**config.mk**
```make
export PLATFORM = sky130hd
export DESIGN_NAME = servo_via_point_timed_stepper
export DESIGN_NICKNAME = d
export VERILOG_FILES = /design/src/rtl/svts_pkg.sv /design/src/rtl/svts_ctrl.sv /design/src/rtl/svts_dp.sv /design/src/rtl/servo_via_point_timed_stepper.sv
export SDC_FILE = /design/constraint.sdc
export NUM_CORES = 1
export LEC_CHECK = 0
export ABC_AREA = 1
export BUFFER_PORTS_ARGS = -buffer_cell sky130_fd_sc_hd__buf_2
export CAP_MARGIN = 20
export CORE_MARGIN = 5
export CORE_UTILIZATION = 35
export DETAILED_ROUTE_END_ITERATION = 7
export SETUP_SLACK_MARGIN = 0.2
export SLEW_MARGIN = 0
export SYNTH_ARGS = -nofsm -noshare
export SYNTH_HDL_FRONTEND = slang
export SYNTH_SLANG_ARGS = --single-unit
```
**constraint.sdc**
```tcl
create_clock -name i_clk -period 6.4 [get_ports i_clk]
set_input_delay 1.28 -clock i_clk [delete_from_list [all_inputs] [get_ports i_clk]]
set_output_delay 1.28 -clock i_clk [all_outputs]
set_load 0.05 [all_outputs]
```
**src/rtl/svts_pkg.sv**
```systemverilog
// Shared types and constants for the timed servo stepper.
package svts_pkg;

    // Fixed widths of the word fields
    localparam int unsigned FINISH_W = 32;
    localparam int unsigned POS_W    = 8;
    localparam int unsigned DRIVE_W  = 12;
    localparam int unsigned DWELL_W  = 16;

    // Reset values
    localparam int unsigned HOME_POS    = 90;
    localparam int unsigned DWELL_RESET = 500;

    // Commands from the controller to the datapath (one-hot, at most one per cycle)
    typedef struct packed {
        logic capture;
        logic tick_inc;
        logic tick_eval;
        logic set_move;
        logic set_prep;
        logic set_chk;
        logic div_step;
        logic load_out;
    } t_cmd;

    // Status from the datapath to the controller
    typedef struct packed {
        logic is_set;
        logic div_skip;
        logic div_last;
    } t_status;

endpackage

```
**src/rtl/svts_ctrl.sv**
```systemverilog
// Sequencing state machine for the timed servo stepper.
module svts_ctrl (
    input  logic             i_clk,
    input  logic             i_rst_n,
    input  logic             i_in_valid,
    output logic             o_in_stall,
    output logic             o_out_valid,
    input  logic             i_out_stall,
    input  svts_pkg::t_status i_status,
    output svts_pkg::t_cmd    o_cmd
);
    import svts_pkg::*;

    typedef enum logic [7:0] {
        S_IDLE  = 8'b0000_0001,
        S_START = 8'b0000_0010,
        S_EVAL  = 8'b0000_0100,
        S_PREP  = 8'b0000_1000,
        S_CHK   = 8'b0001_0000,
        S_DIV   = 8'b0010_0000,
        S_DONE  = 8'b0100_0000,
        S_SPARE = 8'b1000_0000
    } t_state;

    t_state r_state, n_state;
    logic   r_out_valid, n_out_valid;
    logic   w_out_free;

    assign w_out_free  = !r_out_valid || !i_out_stall;
    assign o_in_stall  = (r_state != S_IDLE) || !i_rst_n;
    assign o_out_valid = r_out_valid;

    always_comb begin
        n_state = r_state;
        o_cmd   = '0;
        unique case (r_state)
            S_IDLE: begin
                if (i_in_valid) begin
                    o_cmd.capture = 1'b1;
                    n_state       = S_START;
                end
            end
            S_START: begin
                if (i_status.is_set) begin
                    o_cmd.set_move = 1'b1;
                    n_state        = S_PREP;
                end else begin
                    o_cmd.tick_inc = 1'b1;
                    n_state        = S_EVAL;
                end
            end
            S_EVAL: begin
                o_cmd.tick_eval = 1'b1;
                n_state         = S_DONE;
            end
            S_PREP: begin
                o_cmd.set_prep = 1'b1;
                n_state        = S_CHK;
            end
            S_CHK: begin
                o_cmd.set_chk = 1'b1;
                n_state       = i_status.div_skip ? S_DONE : S_DIV;
            end
            S_DIV: begin
                o_cmd.div_step = 1'b1;
                if (i_status.div_last) begin
                    n_state = S_DONE;
                end
            end
            S_DONE: begin
                if (w_out_free) begin
                    o_cmd.load_out = 1'b1;
                    n_state        = S_IDLE;
                end
            end
            default: begin
                n_state = S_IDLE;
            end
        endcase
    end

    // Hold the result word until the far side takes it
    always_comb begin
        if (o_cmd.load_out) begin
            n_out_valid = 1'b1;
        end else if (!i_out_stall) begin
            n_out_valid = 1'b0;
        end else begin
            n_out_valid = r_out_valid;
        end
    end

    always_ff @(posedge i_clk) begin
        if (!i_rst_n) begin
            r_state     <= S_IDLE;
            r_out_valid <= 1'b0;
        end else begin
            r_state     <= n_state;
            r_out_valid <= n_out_valid;
        end
    end

endmodule

```
**src/rtl/svts_dp.sv**
```systemverilog
// Datapath of the timed servo stepper: motion state, step-delay divider, result register.
module svts_dp #(
    parameter int POSITION_BITS = 8,
    parameter int TIME_BITS     = 32
) (
    input  logic                           i_clk,
    input  logic                           i_rst_n,
    input  logic                           i_cfg_we,
    input  logic [svts_pkg::DWELL_W-1:0]   i_cfg_data,
    input  logic                           i_command,
    input  logic [svts_pkg::FINISH_W-1:0]  i_finish_time,
    input  logic [svts_pkg::POS_W-1:0]     i_middle_position,
    input  logic [svts_pkg::POS_W-1:0]     i_target_position,
    input  svts_pkg::t_cmd                 i_cmd,
    output svts_pkg::t_status              o_status,
    output logic [svts_pkg::POS_W-1:0]     o_position,
    output logic [svts_pkg::DRIVE_W-1:0]   o_drive_value,
    output logic                           o_running
);
    import svts_pkg::*;

    localparam int PW = POSITION_BITS;
    localparam int TW = TIME_BITS;
    localparam int SW = PW + 1;
    localparam int CW = $clog2(TW + 1);

    typedef enum logic [1:0] {
        PH_IDLE    = 2'd0,
        PH_TO_MID  = 2'd1,
        PH_DWELL   = 2'd2,
        PH_TO_GOAL = 2'd3
    } t_phase;

    function automatic logic [PW-1:0] step_toward(input logic [PW-1:0] cur,
                                                  input logic [PW-1:0] aim);
        logic [PW-1:0] res;
        if (cur < aim) begin
            res = cur + PW'(1);
        end else if (cur != '0) begin
            res = cur - PW'(1);
        end else begin
            res = cur;
        end
        return res;
    endfunction

    function automatic logic [PW-1:0] pos_dist(input logic [PW-1:0] a,
                                               input logic [PW-1:0] b);
        return (a > b) ? (a - b) : (b - a);
    endfunction

    // Motion state (reset)
    logic [DWELL_W-1:0] r_dwell;
    logic [TW-1:0]      r_now, r_last, r_interval;
    logic [PW-1:0]      r_cur, r_via, r_goal;
    t_phase             r_phase;

    // Working registers (no reset)
    logic               r_is_set, r_turns, r_running;
    logic [TW-1:0]      r_finish;
    logic [PW-1:0]      r_mid, r_tgt;
    logic [SW-1:0]      r_steps;
    logic [TW:0]        r_need;
    logic [TW-1:0]      r_quo;
    logic [SW-1:0]      r_rem;
    logic [CW-1:0]      r_cnt;
    logic [POS_W-1:0]   r_out_pos;
    logic [DRIVE_W-1:0] r_out_drive;
    logic               r_out_run;

    logic [PW+POS_W-1:0]   w_mid_ext, w_tgt_ext;
    logic                  w_turns;
    logic [TW-1:0]         w_elapsed;
    logic                  w_late, w_dwell_over;
    logic [SW-1:0]         w_steps;
    logic [TW:0]           w_need;
    logic                  w_skip;
    logic [TW-1:0]         w_num;
    logic [SW:0]           w_shift, w_diff;
    logic                  w_ge;
    logic [SW-1:0]         n_rem;
    logic [TW-1:0]         n_quo;
    logic [PW+3:0]         w_prod;
    logic [PW+DRIVE_W+3:0] w_prod_ext;
    logic [PW+POS_W-1:0]   w_pos_ext;

    assign w_mid_ext = {{PW{1'b0}}, i_middle_position};
    assign w_tgt_ext = {{PW{1'b0}}, i_target_position};

    assign w_turns = ((r_cur < r_mid) && (r_mid > r_tgt)) ||
                     ((r_cur > r_mid) && (r_mid < r_tgt));

    assign w_elapsed    = r_now - r_last;
    assign w_late       = w_elapsed > r_interval;
    assign w_dwell_over = w_elapsed > TW'(r_dwell);

    assign w_steps = r_turns ? ({1'b0, pos_dist(r_mid, r_cur)} + {1'b0, pos_dist(r_tgt, r_mid)})
                             : {1'b0, pos_dist(r_tgt, r_cur)};
    assign w_need  = {1'b0, r_now} + (r_turns ? (TW + 1)'(r_dwell) : '0);

    assign w_skip = ({1'b0, r_finish} < r_need) || (r_steps == '0);
    assign w_num  = r_finish - r_need[TW-1:0];

    // Restoring divider, one quotient bit per cycle
    assign w_shift = {r_rem, r_quo[TW-1]};
    assign w_diff  = w_shift - {1'b0, r_steps};
    assign w_ge    = !w_diff[SW];
    assign n_rem   = w_ge ? w_diff[SW-1:0] : w_shift[SW-1:0];
    assign n_quo   = {r_quo[TW-2:0], w_ge};

    // Drive value: position times ten as two shifted adds
    assign w_prod     = ({4'b0, r_cur} << 3) + ({4'b0, r_cur} << 1);
    assign w_prod_ext = {{DRIVE_W{1'b0}}, w_prod};
    assign w_pos_ext  = {{POS_W{1'b0}}, r_cur};

    assign o_status.is_set   = r_is_set;
    assign o_status.div_skip = w_skip;
    assign o_status.div_last = (r_cnt == CW'(1));

    assign o_position    = r_out_pos;
    assign o_drive_value = r_out_drive;
    assign o_running     = r_out_run;

    always_ff @(posedge i_clk) begin
        if (!i_rst_n) begin
            r_dwell    <= DWELL_W'(DWELL_RESET);
            r_now      <= '0;
            r_last     <= '0;
            r_interval <= '0;
            r_cur      <= PW'(HOME_POS);
            r_via      <= '0;
            r_goal     <= PW'(HOME_POS);
            r_phase    <= PH_IDLE;
        end else begin
            if (i_cfg_we) begin
                r_dwell <= i_cfg_data;
            end
            if (i_cmd.tick_inc) begin
                r_now <= r_now + TW'(1);
            end
            if (i_cmd.set_move) begin
                r_goal <= r_tgt;
                r_last <= r_now;
                if (w_turns) begin
                    r_via   <= r_mid;
                    r_phase <= PH_TO_MID;
                    r_cur   <= step_toward(r_cur, r_mid);
                end else begin
                    r_phase <= PH_TO_GOAL;
                    r_cur   <= step_toward(r_cur, r_tgt);
                end
            end
            if (i_cmd.set_chk && w_skip) begin
                r_interval <= '0;
            end
            if (i_cmd.div_step && o_status.div_last) begin
                r_interval <= n_quo;
            end
            if (i_cmd.tick_eval) begin
                unique case (r_phase)
                    PH_TO_MID: begin
                        if (w_late) begin
                            if (r_cur == r_via) begin
                                r_phase <= PH_DWELL;
                            end else begin
                                r_cur <= step_toward(r_cur, r_via);
                            end
                            r_last <= r_now;
                        end
                    end
                    PH_DWELL: begin
                        if (w_dwell_over) begin
                            r_phase <= PH_TO_GOAL;
                            r_last  <= r_now;
                        end
                    end
                    PH_TO_GOAL: begin
                        if (w_late) begin
                            if (r_cur == r_goal) begin
                                r_phase <= PH_IDLE;
                            end else begin
                                r_cur  <= step_toward(r_cur, r_goal);
                                r_last <= r_now;
                            end
                        end
                    end
                    PH_IDLE: begin
                        r_phase <= PH_IDLE;
                    end
                endcase
            end
        end
    end

    always_ff @(posedge i_clk) begin
        if (i_cmd.capture) begin
            r_is_set <= i_command;
            r_finish <= i_finish_time[TW-1:0];
            r_mid    <= w_mid_ext[PW-1:0];
            r_tgt    <= w_tgt_ext[PW-1:0];
        end
        if (i_cmd.set_move) begin
            r_turns   <= w_turns;
            r_running <= 1'b1;
        end
        if (i_cmd.tick_eval) begin
            r_running <= (r_phase != PH_IDLE) &&
                         !((r_phase == PH_TO_GOAL) && w_late && (r_cur == r_goal));
        end
        if (i_cmd.set_prep) begin
            r_steps <= w_steps;
            r_need  <= w_need;
        end
        if (i_cmd.set_chk) begin
            r_quo <= w_num;
            r_rem <= '0;
            r_cnt <= CW'(TW);
        end
        if (i_cmd.div_step) begin
            r_quo <= n_quo;
            r_rem <= n_rem;
            r_cnt <= r_cnt - CW'(1);
        end
        if (i_cmd.load_out) begin
            r_out_pos   <= w_pos_ext[POS_W-1:0];
            r_out_drive <= w_prod_ext[DRIVE_W-1:0];
            r_out_run   <= r_running;
        end
    end

endmodule

```
**src/rtl/servo_via_point_timed_stepper.sv**
```systemverilog
// Top level of the timed servo stepper with via point.
//
//  channel  | direction | handshake                  | word
//  ---------+-----------+----------------------------+------------------------------------
//  in       | in        | i_in_valid / o_in_stall    | command, finish time, middle, target
//  out      | out       | o_out_valid / i_out_stall  | position, drive value, running
//  cfg      | in        | i_cfg_valid / o_cfg_ready  | dwell time in ms
//
// A tick word passes through the start, evaluate and done states before its result
// reaches the result register; a set word passes through start, prep, check and the
// restoring divider, which produces one quotient bit of the step delay per cycle, or
// skips the divider when the finish is before now (plus the dwell on a turning move)
// or no steps remain. One word is worked on at a time; the next is accepted the cycle
// after the previous result drops into the output register, even while the far side
// stalls it, so a new word is not taken before the previous result is loaded.
// Reset is synchronous and active low; it homes the position, clears time and
// restores the dwell register. The input stalls and cfg is not ready during reset.
module servo_via_point_timed_stepper #(
    parameter int POSITION_BITS = 8,
    parameter int TIME_BITS     = 32
) (
    input  logic                           i_clk,
    input  logic                           i_rst_n,
    // input channel
    input  logic                           i_in_valid,
    output logic                           o_in_stall,
    input  logic                           i_command,
    input  logic [svts_pkg::FINISH_W-1:0]  i_finish_time,
    input  logic [svts_pkg::POS_W-1:0]     i_middle_position,
    input  logic [svts_pkg::POS_W-1:0]     i_target_position,
    // output channel
    output logic                           o_out_valid,
    input  logic                           i_out_stall,
    output logic [svts_pkg::POS_W-1:0]     o_position,
    output logic [svts_pkg::DRIVE_W-1:0]   o_drive_value,
    output logic                           o_running,
    // configuration channel
    input  logic                           i_cfg_valid,
    output logic                           o_cfg_ready,
    input  logic [svts_pkg::DWELL_W-1:0]   i_cfg_data
);
    import svts_pkg::*;

    t_cmd    w_cmd;
    t_status w_status;
    logic    w_cfg_we;

    // Configuration is taken whenever reset is released
    assign o_cfg_ready = i_rst_n;
    assign w_cfg_we    = i_cfg_valid && o_cfg_ready;

    // Controller: accept a word, sequence the tick or set steps, run the
    // divider, then drop the result into the output register
    svts_ctrl u_ctrl (
        .i_clk       (i_clk),
        .i_rst_n     (i_rst_n),
        .i_in_valid  (i_in_valid),
        .o_in_stall  (o_in_stall),
        .o_out_valid (o_out_valid),
        .i_out_stall (i_out_stall),
        .i_status    (w_status),
        .o_cmd       (w_cmd)
    );

    // Datapath: time base, phase and position, step-delay divider, result word
    svts_dp #(
        .POSITION_BITS (POSITION_BITS),
        .TIME_BITS     (TIME_BITS)
    ) u_dp (
        .i_clk             (i_clk),
        .i_rst_n           (i_rst_n),
        .i_cfg_we          (w_cfg_we),
        .i_cfg_data        (i_cfg_data),
        .i_command         (i_command),
        .i_finish_time     (i_finish_time),
        .i_middle_position (i_middle_position),
        .i_target_position (i_target_position),
        .i_cmd             (w_cmd),
        .o_status          (w_status),
        .o_position        (o_position),
        .o_drive_value     (o_drive_value),
        .o_running         (o_running)
    );

    // An accepted word keeps the input stalled while it is worked on
    a_busy_after_accept: assert property (@(posedge i_clk) disable iff (!i_rst_n)
        (i_in_valid && !o_in_stall) |=> o_in_stall)
        else $error("input not stalled after accepting a word");

    // Loading the result register always raises the output valid
    a_load_sets_valid: assert property (@(posedge i_clk) disable iff (!i_rst_n)
        w_cmd.load_out |=> o_out_valid)
        else $error("result load did not raise output valid");

    // The last divider step always hands over to the result stage
    a_div_ends: assert property (@(posedge i_clk) disable iff (!i_rst_n)
        (w_cmd.div_step && w_status.div_last) |=> !w_cmd.div_step)
        else $error("divider kept stepping past its last bit");

    // Drive value follows the position when the position fits the port
    a_drive_scale: assert property (@(posedge i_clk) disable iff (!i_rst_n)
        $rose(o_out_valid) |-> ((POSITION_BITS > 8) ||
            (o_drive_value == (12'(o_position) << 3) + (12'(o_position) << 1))))
        else $error("drive value does not match position times ten");

endmodule
```
Word-level counts from Yosys, hierarchy flattened. Index checks and enable logic that the tools add are counted. W data, S select, Z words.

Flip-flop bits (word level): 308. Latch bits: 0. Bits in writable memories: 0. Bits in read-only memories: 0. Input port bits: 70. Logic and storage cells: 163. Memories: 0.

Add/subtract/negate cells: 16. Multiply operators: 0. Divide/modulo/power cells: 0. Magnitude comparators: 13. Equal/unequal tests: 18. Shift operators: 0. Mux-type cells: 65. Bitwise logic cells: 0. Reduce and logical (&&, ||, !) cells: 26.

Operator list (number): $mux W32 (10); $mux W8 (19); $pmux W32 S3 (1); $sub A32 B32 Y32 (2); $pmux W8 S7 (1); $sub A8 B8 Y8 (6); $gt A8 B8 Y1 (5); $lt A8 B8 Y1 (5); $add A32 B33 Y33 (1); $lt A32 B33 Y1 (1); $add A32 B1 Y32 const B (1); $gt A32 B16 Y1 (1); $gt A32 B32 Y1 (1); $mux W9 (3); $eq A8 B8 Y1 (2); $mux W1 (16); $mux W16 (1); $mux W2 (8); $pmux W8 S2 (1); $add A11 B9 Y12 (1); $mux W6 (2); $sub A10 B9 Y10 (1); $add A8 B8 Y9 (1); $logic_not A9 Y1 (1); other kinds (27) (47).

Depth between registers and ports, before layout. Gate-level depths: netlist of run 1.

Depth after elaboration: 9. Depth in mapped cells: 31.

Cells and area by module. From an unflattened synthesis of run 1, not the netlist that was laid out.

Cells, all modules: 3430. Area total of the unflattened synthesis: 24169.4 µm².

Modules (own cells, without submodules): svts_dp (instances 1, cells an instance 3340, area each 23601.4 µm², seq. area each 7507.2 µm²); svts_ctrl (instances 1, cells an instance 87, area each 553.0 µm², seq. area each 160.2 µm²); servo_via_point_timed_stepper (instances 1, cells an instance 3, area each 15.0 µm², seq. area each 0.0 µm²).

Worst setup path after synthesis of run 1. Ideal clock, no wire load.

Path type: reg-to-reg. From: register u_ctrl.r_state[6]. To: register u_dp.r_need[0], enable pin. Setup time: 0.551 ns. Arrival: 4.679 ns. Data required time: 5.849 ns. Slack: 1.170 ns. Stages on the path, launching flop included: 4. Buffers on the path: 0. Cell sequence: dfxtp_1 nor2_1 nand2_2 nor4_1.

Longest elaborated chain between the ends: 2.

Ends and longest elaborated chain: from (decl) (RTL line svts_ctrl.sv:25) `t_state r_state, n_state;`; from (signal assigned) (RTL line svts_ctrl.sv:98) `r_state <= n_state;`; $eq A8 B4 Y1 (RTL line svts_ctrl.sv:36) `unique case (r_state)`; $mux W1 (RTL line svts_ctrl.sv:36); to (signal assigned) (RTL line svts_dp.sv:212) `r_need <= w_need;`; to (decl) (RTL line svts_dp.sv:63) `logic [TW:0] r_need;`.

No other way between the ends. A chain may end at the register's enable or synchronous reset.

Worst setup path in the final report of run 1.
From: register u_dp.r_now[0]. To: register u_dp.r_last[9].

Longest elaborated chain between the ends: 5. Elaborated cells on any way between the ends: 8. Classes of those cells: add/sub (1); order compare (2); mux (5).

Ends and longest elaborated chain: from (decl) (RTL line svts_dp.sv:54) `logic [TW-1:0] r_now, r_last, r_interval;`; from (signal assigned) (RTL line svts_dp.sv:139) `r_now <= r_now + TW'(1);`; $sub A32 B32 Y32 (*) (RTL line svts_dp.sv:93) `assign w_elapsed = r_now - r_last;`; $gt A32 B32 Y1 / $gt A32 B16 Y1 (equally long branches) (RTL line svts_dp.sv:94, svts_dp.sv:95); $mux W32, on equally long branches (RTL line svts_dp.sv:178, svts_dp.sv:162, svts_dp.sv:172); $pmux W32 S3 (*) (RTL line svts_dp.sv:160) `unique case (r_phase)`; $mux W32 (*) (RTL line svts_dp.sv:159) `if (i_cmd.tick_eval) begin`; to (signal assigned) (RTL line svts_dp.sv:168) `r_last <= r_now;`; to (signal assigned) (RTL line svts_dp.sv:174) `r_last <= r_now;`; to (signal assigned) (RTL line svts_dp.sv:183) `r_last <= r_now;`; to (decl) (RTL line svts_dp.sv:54).

Mark *: on every way between the ends. The rest lies on a longest branch, timed or not.

==> impl_metrics.yaml, run 1 <==
synthesis:
  ys_seq_elements: 304
  synth_area_sq_mm: 0.0238
  synth_top_area_frac: 0.199
  synth_ff_type: "edfxtp_1"
  synthTopCellsByArea: "edfxtp_1 20%, dfxtp_1 12%, ha_1 12%"
  synth-seq-area-share: 0.322
  yosysMostFrequentCell: "nand2_1"
  synthDistinctLibCells: 66
  async_flop_share: 0
  avgSynthCellArea_sq_um: 7.10
  syn-num-nets: 3654
  synth_area_leader_cell: "edfxtp_1"
  synth_common_cells: "690 x nand2_1, 471 x inv_1, 314 x nor2_1"
  yosysWarningCount: 0
  syn_inst: 3353
  synth_edf_count: 158
layout:
  final_util: 0.392
  drive_gt1_frac: 0.0697
  instances_no_fill: 4303
  multi_input_area_sq_mm: 0.0138
  n_antenna_cell: 0
  fin_nets: 3701
  seq_area_sq_mm: 0.00767
  syn_to_final_growth_pct: 10.9
  num-fill-cells: 7051
floorplan:
  rows: 95
  core_sq_mm: 0.0674
  fp.dieH_um: 271
  initial_utilization: 0.353
  die-area_sq_mm: 0.0734
  pin_count: 94
  die_x_um: 271
clocking:
  post_cts_buffers: 0
  cts_resized: 0
  clkSinkCount: 304
  root_buffer: "clkbuf_16"
  cts_tree: "done"
  clk_latency_ns: 0.57
  htree_levels: 2
  numCtsBuffers: 39
  cts_hold_buf: 0
  clk_pin_slew_ns: 0.06
  clk_path_buf_depth: 3
grt:
  met2_usage: 0.293
  first_global_vias: 20514
  grt-ovfl-total: 0
  grt_usage: 0.184
  antenna_found_initial: 0
  use_met3: 0.0269
  grt_pass1_wl_mm: 111
  grt_use_met1: 0.264
  grt.busiest_layer: "met2"
  grt_max_degree: 68
timing:
  relSlewSlack: 0.312
  rsz0062_at_grt: "no"
  worst_hold_slack_ns: 0.457
  fin_tns_setup_ns: 0
  worstMarginPinSlew_ns: 1.03
  min_period_ns: 4.92
  final-max-slew-violation-count: 0
  fin_crit_sh: 0.768
  finClkSkew_ns: 0.0153
  finalHoldViolCount: 0
  setup_viol: 0
  fmax_mhz: 203
flow_run:
  maxCapViolations: 0
setup_path:
  cp_slowest_stage_delay_ns: 0.50
  critPathKind: "reg2reg"
  crit_slowest_cell: "nand2_4"
  critPathBufInv: 2
  crit_required_ns: 6.85
  cpLargestDelayFamily: "simple AND/OR/NAND/NOR gates"
  crit_path_max_fanout: 42
  cp-end-kind: "flop"
  crit_top_cell: "nor2_1"
  critPathLaunchType: "flop"
  critPathArrivalTime_ns: 5.37
route:
  firstDrtPassIters: 6
  drc: 0
  avgRoutedWirePerCell_um: 16.1
  routed_wl_mm: 69.3
  ant_nets: 0
  vias: 21902
  via_per_inst: 5.09
  drt_iter0_drc: 1841
place:
  port_buffers: 92
  place_hpwl_mm: 51.9
  gp_congestion: 0.895
  placedCellCount: 4232
outcome:
  outcome: "finished, final reports clean"
power_and_ir_drop:
  ir_worst_vdd_mv: 0.144
  p_per_area_mw_per_mm2: 222
  total_power_uw: 5870
  power_leakage_uw: 0.0117
worst_hold_path:
  hp-class: "reg2reg"
per-layer routing:
layer,up-vias,share of wire,wire length (um)
li1,11231,-,-
met1,9988,0.48,33400
met2,587,0.44,30500
met3,96,0.058,4010
met4,0,0.021,1430
met5,-,0,0
state kept, by name, summed over array words and instances, names as in the netlist, 2 cells and up:
register            count
u_dp.r_cnt              6
u_dp.o_position         8
u_dp.r_mid              8
u_dp.r_rem              9
u_dp.r_via              8
u_dp.r_need            33
u_dp.r_interval        32
u_dp.r_last            32
u_dp.r_quo             32
u_dp.r_steps            9
u_dp.r_goal             8
u_dp.r_cur              8
u_dp.r_now             32
u_dp.r_dwell           16
u_ctrl.r_state          7
u_dp.o_drive_value      9
u_dp.r_phase            2
u_dp.r_finish          32
u_dp.r_tgt              8
report_power, final:
| part | switching, uW | total [uW] | internal [uW] |
|---|---|---|---|
| Sequential | 31.9 | 2140 | 2110 |
| Combinational | 988 | 1440 | 455 |
| Clock | 913 | 2290 | 1370 |
metrics by stage:
step / area, sq um / setup WS (ns)
after floorplan: 23800 / 1.17
after global placement: 25100 / 1.51
after detailed placement: 25100 / 1.45
after CTS: 26400 / 1.45
after global routing: 26400 / 0.906
final: 26400 / 1.48
placed cells by master (no fill, tap or decap), types with 15 or more instances in the layout:
| master | n |
|---|---|
| nor2_1 | 308 |
| a21oi_1 | 269 |
| o21ai_0 | 298 |
| a21o_1 | 16 |
| edfxtp_1 | 158 |
| nand4_1 | 35 |
| clkbuf_16 | 42 |
| buf_4 | 30 |
| inv_1 | 468 |
| xor2_1 | 86 |
| buf_2 | 92 |
| ha_1 | 219 |
| dfxtp_1 | 146 |
| nand2_1 | 689 |
| o21ai_1 | 19 |
| xnor2_1 | 26 |
| o211ai_1 | 15 |
| nor3_1 | 31 |
| a211oi_1 | 19 |
| nand3_1 | 272 |
final timing paths:
kind | cells after the start | slack [ns] | start | to
worst max-delay path | 25 | 1.48 | u_dp.r_now[0]$_SDFFE_PN0P_ | u_dp.r_last[9]$_SDFF_PN0_
worst max register to register | 25 | 1.48 | u_dp.r_now[0]$_SDFFE_PN0P_ | u_dp.r_last[9]$_SDFF_PN0_
worst min register to register | 0 | 0.46 | u_dp.r_running$_SDFFCE_PP1P_ | u_dp.o_running$_DFFE_PP_
worst min-delay path | 0 | 0.46 | u_dp.r_running$_SDFFCE_PP1P_ | u_dp.o_running$_DFFE_PP_
cell type report:
cell class | count | area share
tap | 873 | 0.0413
timing repair buffer | 122 | 0.0259
clock inverter | 20 | 0.00838
inverter | 486 | 0.0690
clock buffer | 51 | 0.0414
multi-input combinational | 2447 | 0.524
sequential | 304 | 0.290
cells by family (layout without fill, tap and decap cells):
family / Yosys count / count (layout) / share of synthesized area
AOI/OAI and AO/OA: 697 / 697 / 0.159
xor gates and xnor gates: 112 / 112 / 0.0412
adders and majority gates: 231 / 231 / 0.125
buffers and inverters: 602 / 679 / 0.0987
DFF: 304 / 304 / 0.322
muxes: 5 / 5 / 0.00215
other: 1 / 1 / 0.000157
and+or+nand+nor: 1401 / 1401 / 0.252
(Power assumes the default switching activity.)
==> inputs of run 2 (changes only) <==
==> constraint.sdc (replaced) <==
create_clock -name i_clk -period 4.7 [get_ports i_clk]
set_input_delay 0.94 -clock i_clk [delete_from_list [all_inputs] [get_ports i_clk]]
set_output_delay 0.94 -clock i_clk [all_outputs]
set_load 0.05 [all_outputs]
==> run 2 against run 1 <==
Compared with the run above:
- die area did not move
- combinational power up 53%
- sequential cell count unchanged
- largest cell class unchanged
- via count is 0.52% higher
- sequential power increased by 36%
- highest routed layer unchanged
- fmax grew 17%
- critical path type unchanged
- power rose by 37%
- global-route usage up 0.13 points
- clock power grew 27%
==> impl_metrics.yaml, run 2 (synthesis results as in run 1) <==
outcome:
  outcome: "finished, final reports clean"
timing:
  fmax_mhz: 238
  relSlewSlack: 0.373
  rsz0062_at_grt: "yes"
  setup_viol: 0
  final-max-slew-violation-count: 0
  fin_tns_setup_ns: 0
  fin_crit_sh: 0.894
  min_period_ns: 4.20
  worstMarginPinSlew_ns: 0.941
  finalHoldViolCount: 0
  finClkSkew_ns: 0.0231
setup_path:
  path_cells: "ha_2 > a21oi_2 > o21ai_1 > inv_1 > o21ai_1 > nand2_1 > nand3_1 > a21oi_2 > and2_1 > nor2_1 > ha_1 > nand4_1 > nor4_4 > inv_1 > nor2_1 > nand4_1 > nor2_1 > nor2_2 > nand2_4 > buf_12 > nand3_1 > nor2_1 > o21ai_0"
  crit_slowest_cell: "dfxtp_2"
  crit_required_ns: 4.99
  crit_top_cell: "nor2_1"
  critPathKind: "reg2reg"
  cp-end-kind: "flop"
  critPathArrivalTime_ns: 4.49
  cp_slowest_stage_delay_ns: 0.44
  crit_path_max_fanout: 35
  critPathLaunchType: "flop"
floorplan:
  die-area_sq_mm: 0.0734
  core_sq_mm: 0.0674
  rows: 95
  initial_utilization: 0.353
  die_x_um: 271
  pin_count: 94
  fp.dieH_um: 271
grt:
  first_global_vias: 20313
  grt_usage: 0.185
  grt_max_degree: 75
  antenna_found_initial: 0
  grt_pass1_wl_mm: 112
  grt-ovfl-total: 0
clocking:
  clk_pin_slew_ns: 0.06
  htree_levels: 2
  numCtsBuffers: 38
  clk_path_buf_depth: 3
  root_buffer: "clkbuf_16"
  clkSinkCount: 304
  clk_latency_ns: 0.56
  cts_tree: "done"
  cts_hold_buf: 0
place:
  gp_congestion: 0.896
  place_hpwl_mm: 53.5
  port_buffers: 92
layout:
  drive_gt1_frac: 0.0998
  final_cell_mix: "688 x nand2_1, 466 x inv_1, 300 x nor2_1"
  syn_to_final_growth_pct: 14.3
  largest_reg_flops: 33
  fin_nets: 3759
  n_antenna_cell: 0
  top_register: "u_dp.r_need"
  final_common_cell: "nand2_1"
  num-fill-cells: 6884
route:
  vias: 22015
  drt_iter0_drc: 1805
  firstDrtPassIters: 5
  drc: 0
  via_per_inst: 5.05
  ant_nets: 0
  avgRoutedWirePerCell_um: 16.2
  routed_wl_mm: 70.8
worst_hold_path:
  hp-class: "reg2reg"
power_and_ir_drop:
  ir_worst_vdd_mv: 0.195
  total_power_uw: 8020
  power_leakage_uw: 0.0121
  p_per_area_mw_per_mm2: 294
flow_run:
  maxCapViolations: 0
run 2: cell types whose count changed in the layout (fill, tap and decap cells not counted), moves of 6 or more:
cell	delta
nor2_2	+7
buf_12	+7
ha_4	+8
o21ai_0	-6
nor2_1	-8
clkinvlp_4	-6
ha_1	-13
a21oi_1	-11
buf_4	+47
a21oi_2	+11
run 2: final timing paths:
path	from	to	slack (ns)	cells after the start
worst max-delay path	u_dp.r_now[14]$_SDFFE_PN0P_	u_dp.r_running$_SDFFCE_PP1P_	0.50	23
worst min-delay path	u_dp.r_running$_SDFFCE_PP1P_	u_dp.o_running$_DFFE_PP_	0.45	0
worst max register to register	u_dp.r_now[14]$_SDFFE_PN0P_	u_dp.r_running$_SDFFCE_PP1P_	0.50	23
worst min register to register	u_dp.r_running$_SDFFCE_PP1P_	u_dp.o_running$_DFFE_PP_	0.45	0
run 2: where the power goes:
part,leakage (uW),switching (uW),internal (uW)
combinational,0.00882,1420,784
sequential,0.00266,42.1,2870
clock,0.000600,1180,1730
total,0.0121,2640,5380
run 2: stage by stage:
| step | worst slack (ns) | area, sq um | hold WS, ns | util | instances |
|---|---|---|---|---|---|
| after floorplan | 0.874 | 23800 | 0.400 | - | 3353 |
| after global placement | 0.102 | 25500 | 0.423 | 0.378 | 4275 |
| after detailed placement | 0.120 | 25500 | 0.441 | 0.378 | 4275 |
| after CTS | 0.204 | 26700 | 0.454 | 0.396 | 4343 |
| after global routing | 0.202 | 27200 | 0.468 | 0.404 | 4359 |
| final | 0.500 | 27200 | 0.450 | 0.404 | 4359 |
run 2: cell type report:
class / count / area [sq um] / share of cell area
multi-input cells: 2447 / 14100 / 0.519
flip-flops and latches: 304 / 7670 / 0.282
inverters: 486 / 1830 / 0.0671
repair buffers: 181 / 1280 / 0.0470
clock buffers: 55 / 1100 / 0.0403
well taps: 873 / 1090 / 0.0401
clock inverters: 13 / 120 / 0.00441
run 2: layer usage:
metal,vias to the layer above,track usage,part of all wire
met5,-,0,0
li1,11341,-,-
met3,75,0.0257,0.051
met1,10081,0.276,0.50
met4,0,0.0398,0.019
met2,518,0.285,0.43
run 2: timing repair:
item	4_1_cts	5_1_grt
gates cloned	0	3
pin swaps	0	23
setup buffers	0	12
gates resized for setup	2	77
hold endpoints to repair	0	0
setup endpoints to repair	25	45
run 2: critical path, delay by kind of cell (launching register included):
kind,cells,cell delay (ns)
AND/OR/NAND/NOR,13,1.80
adder cells (fa/ha/maj),2,0.67
AO/OA/AOI/OAI,5,0.62
flip-flops,1,0.44
buffers and inverters,3,0.36
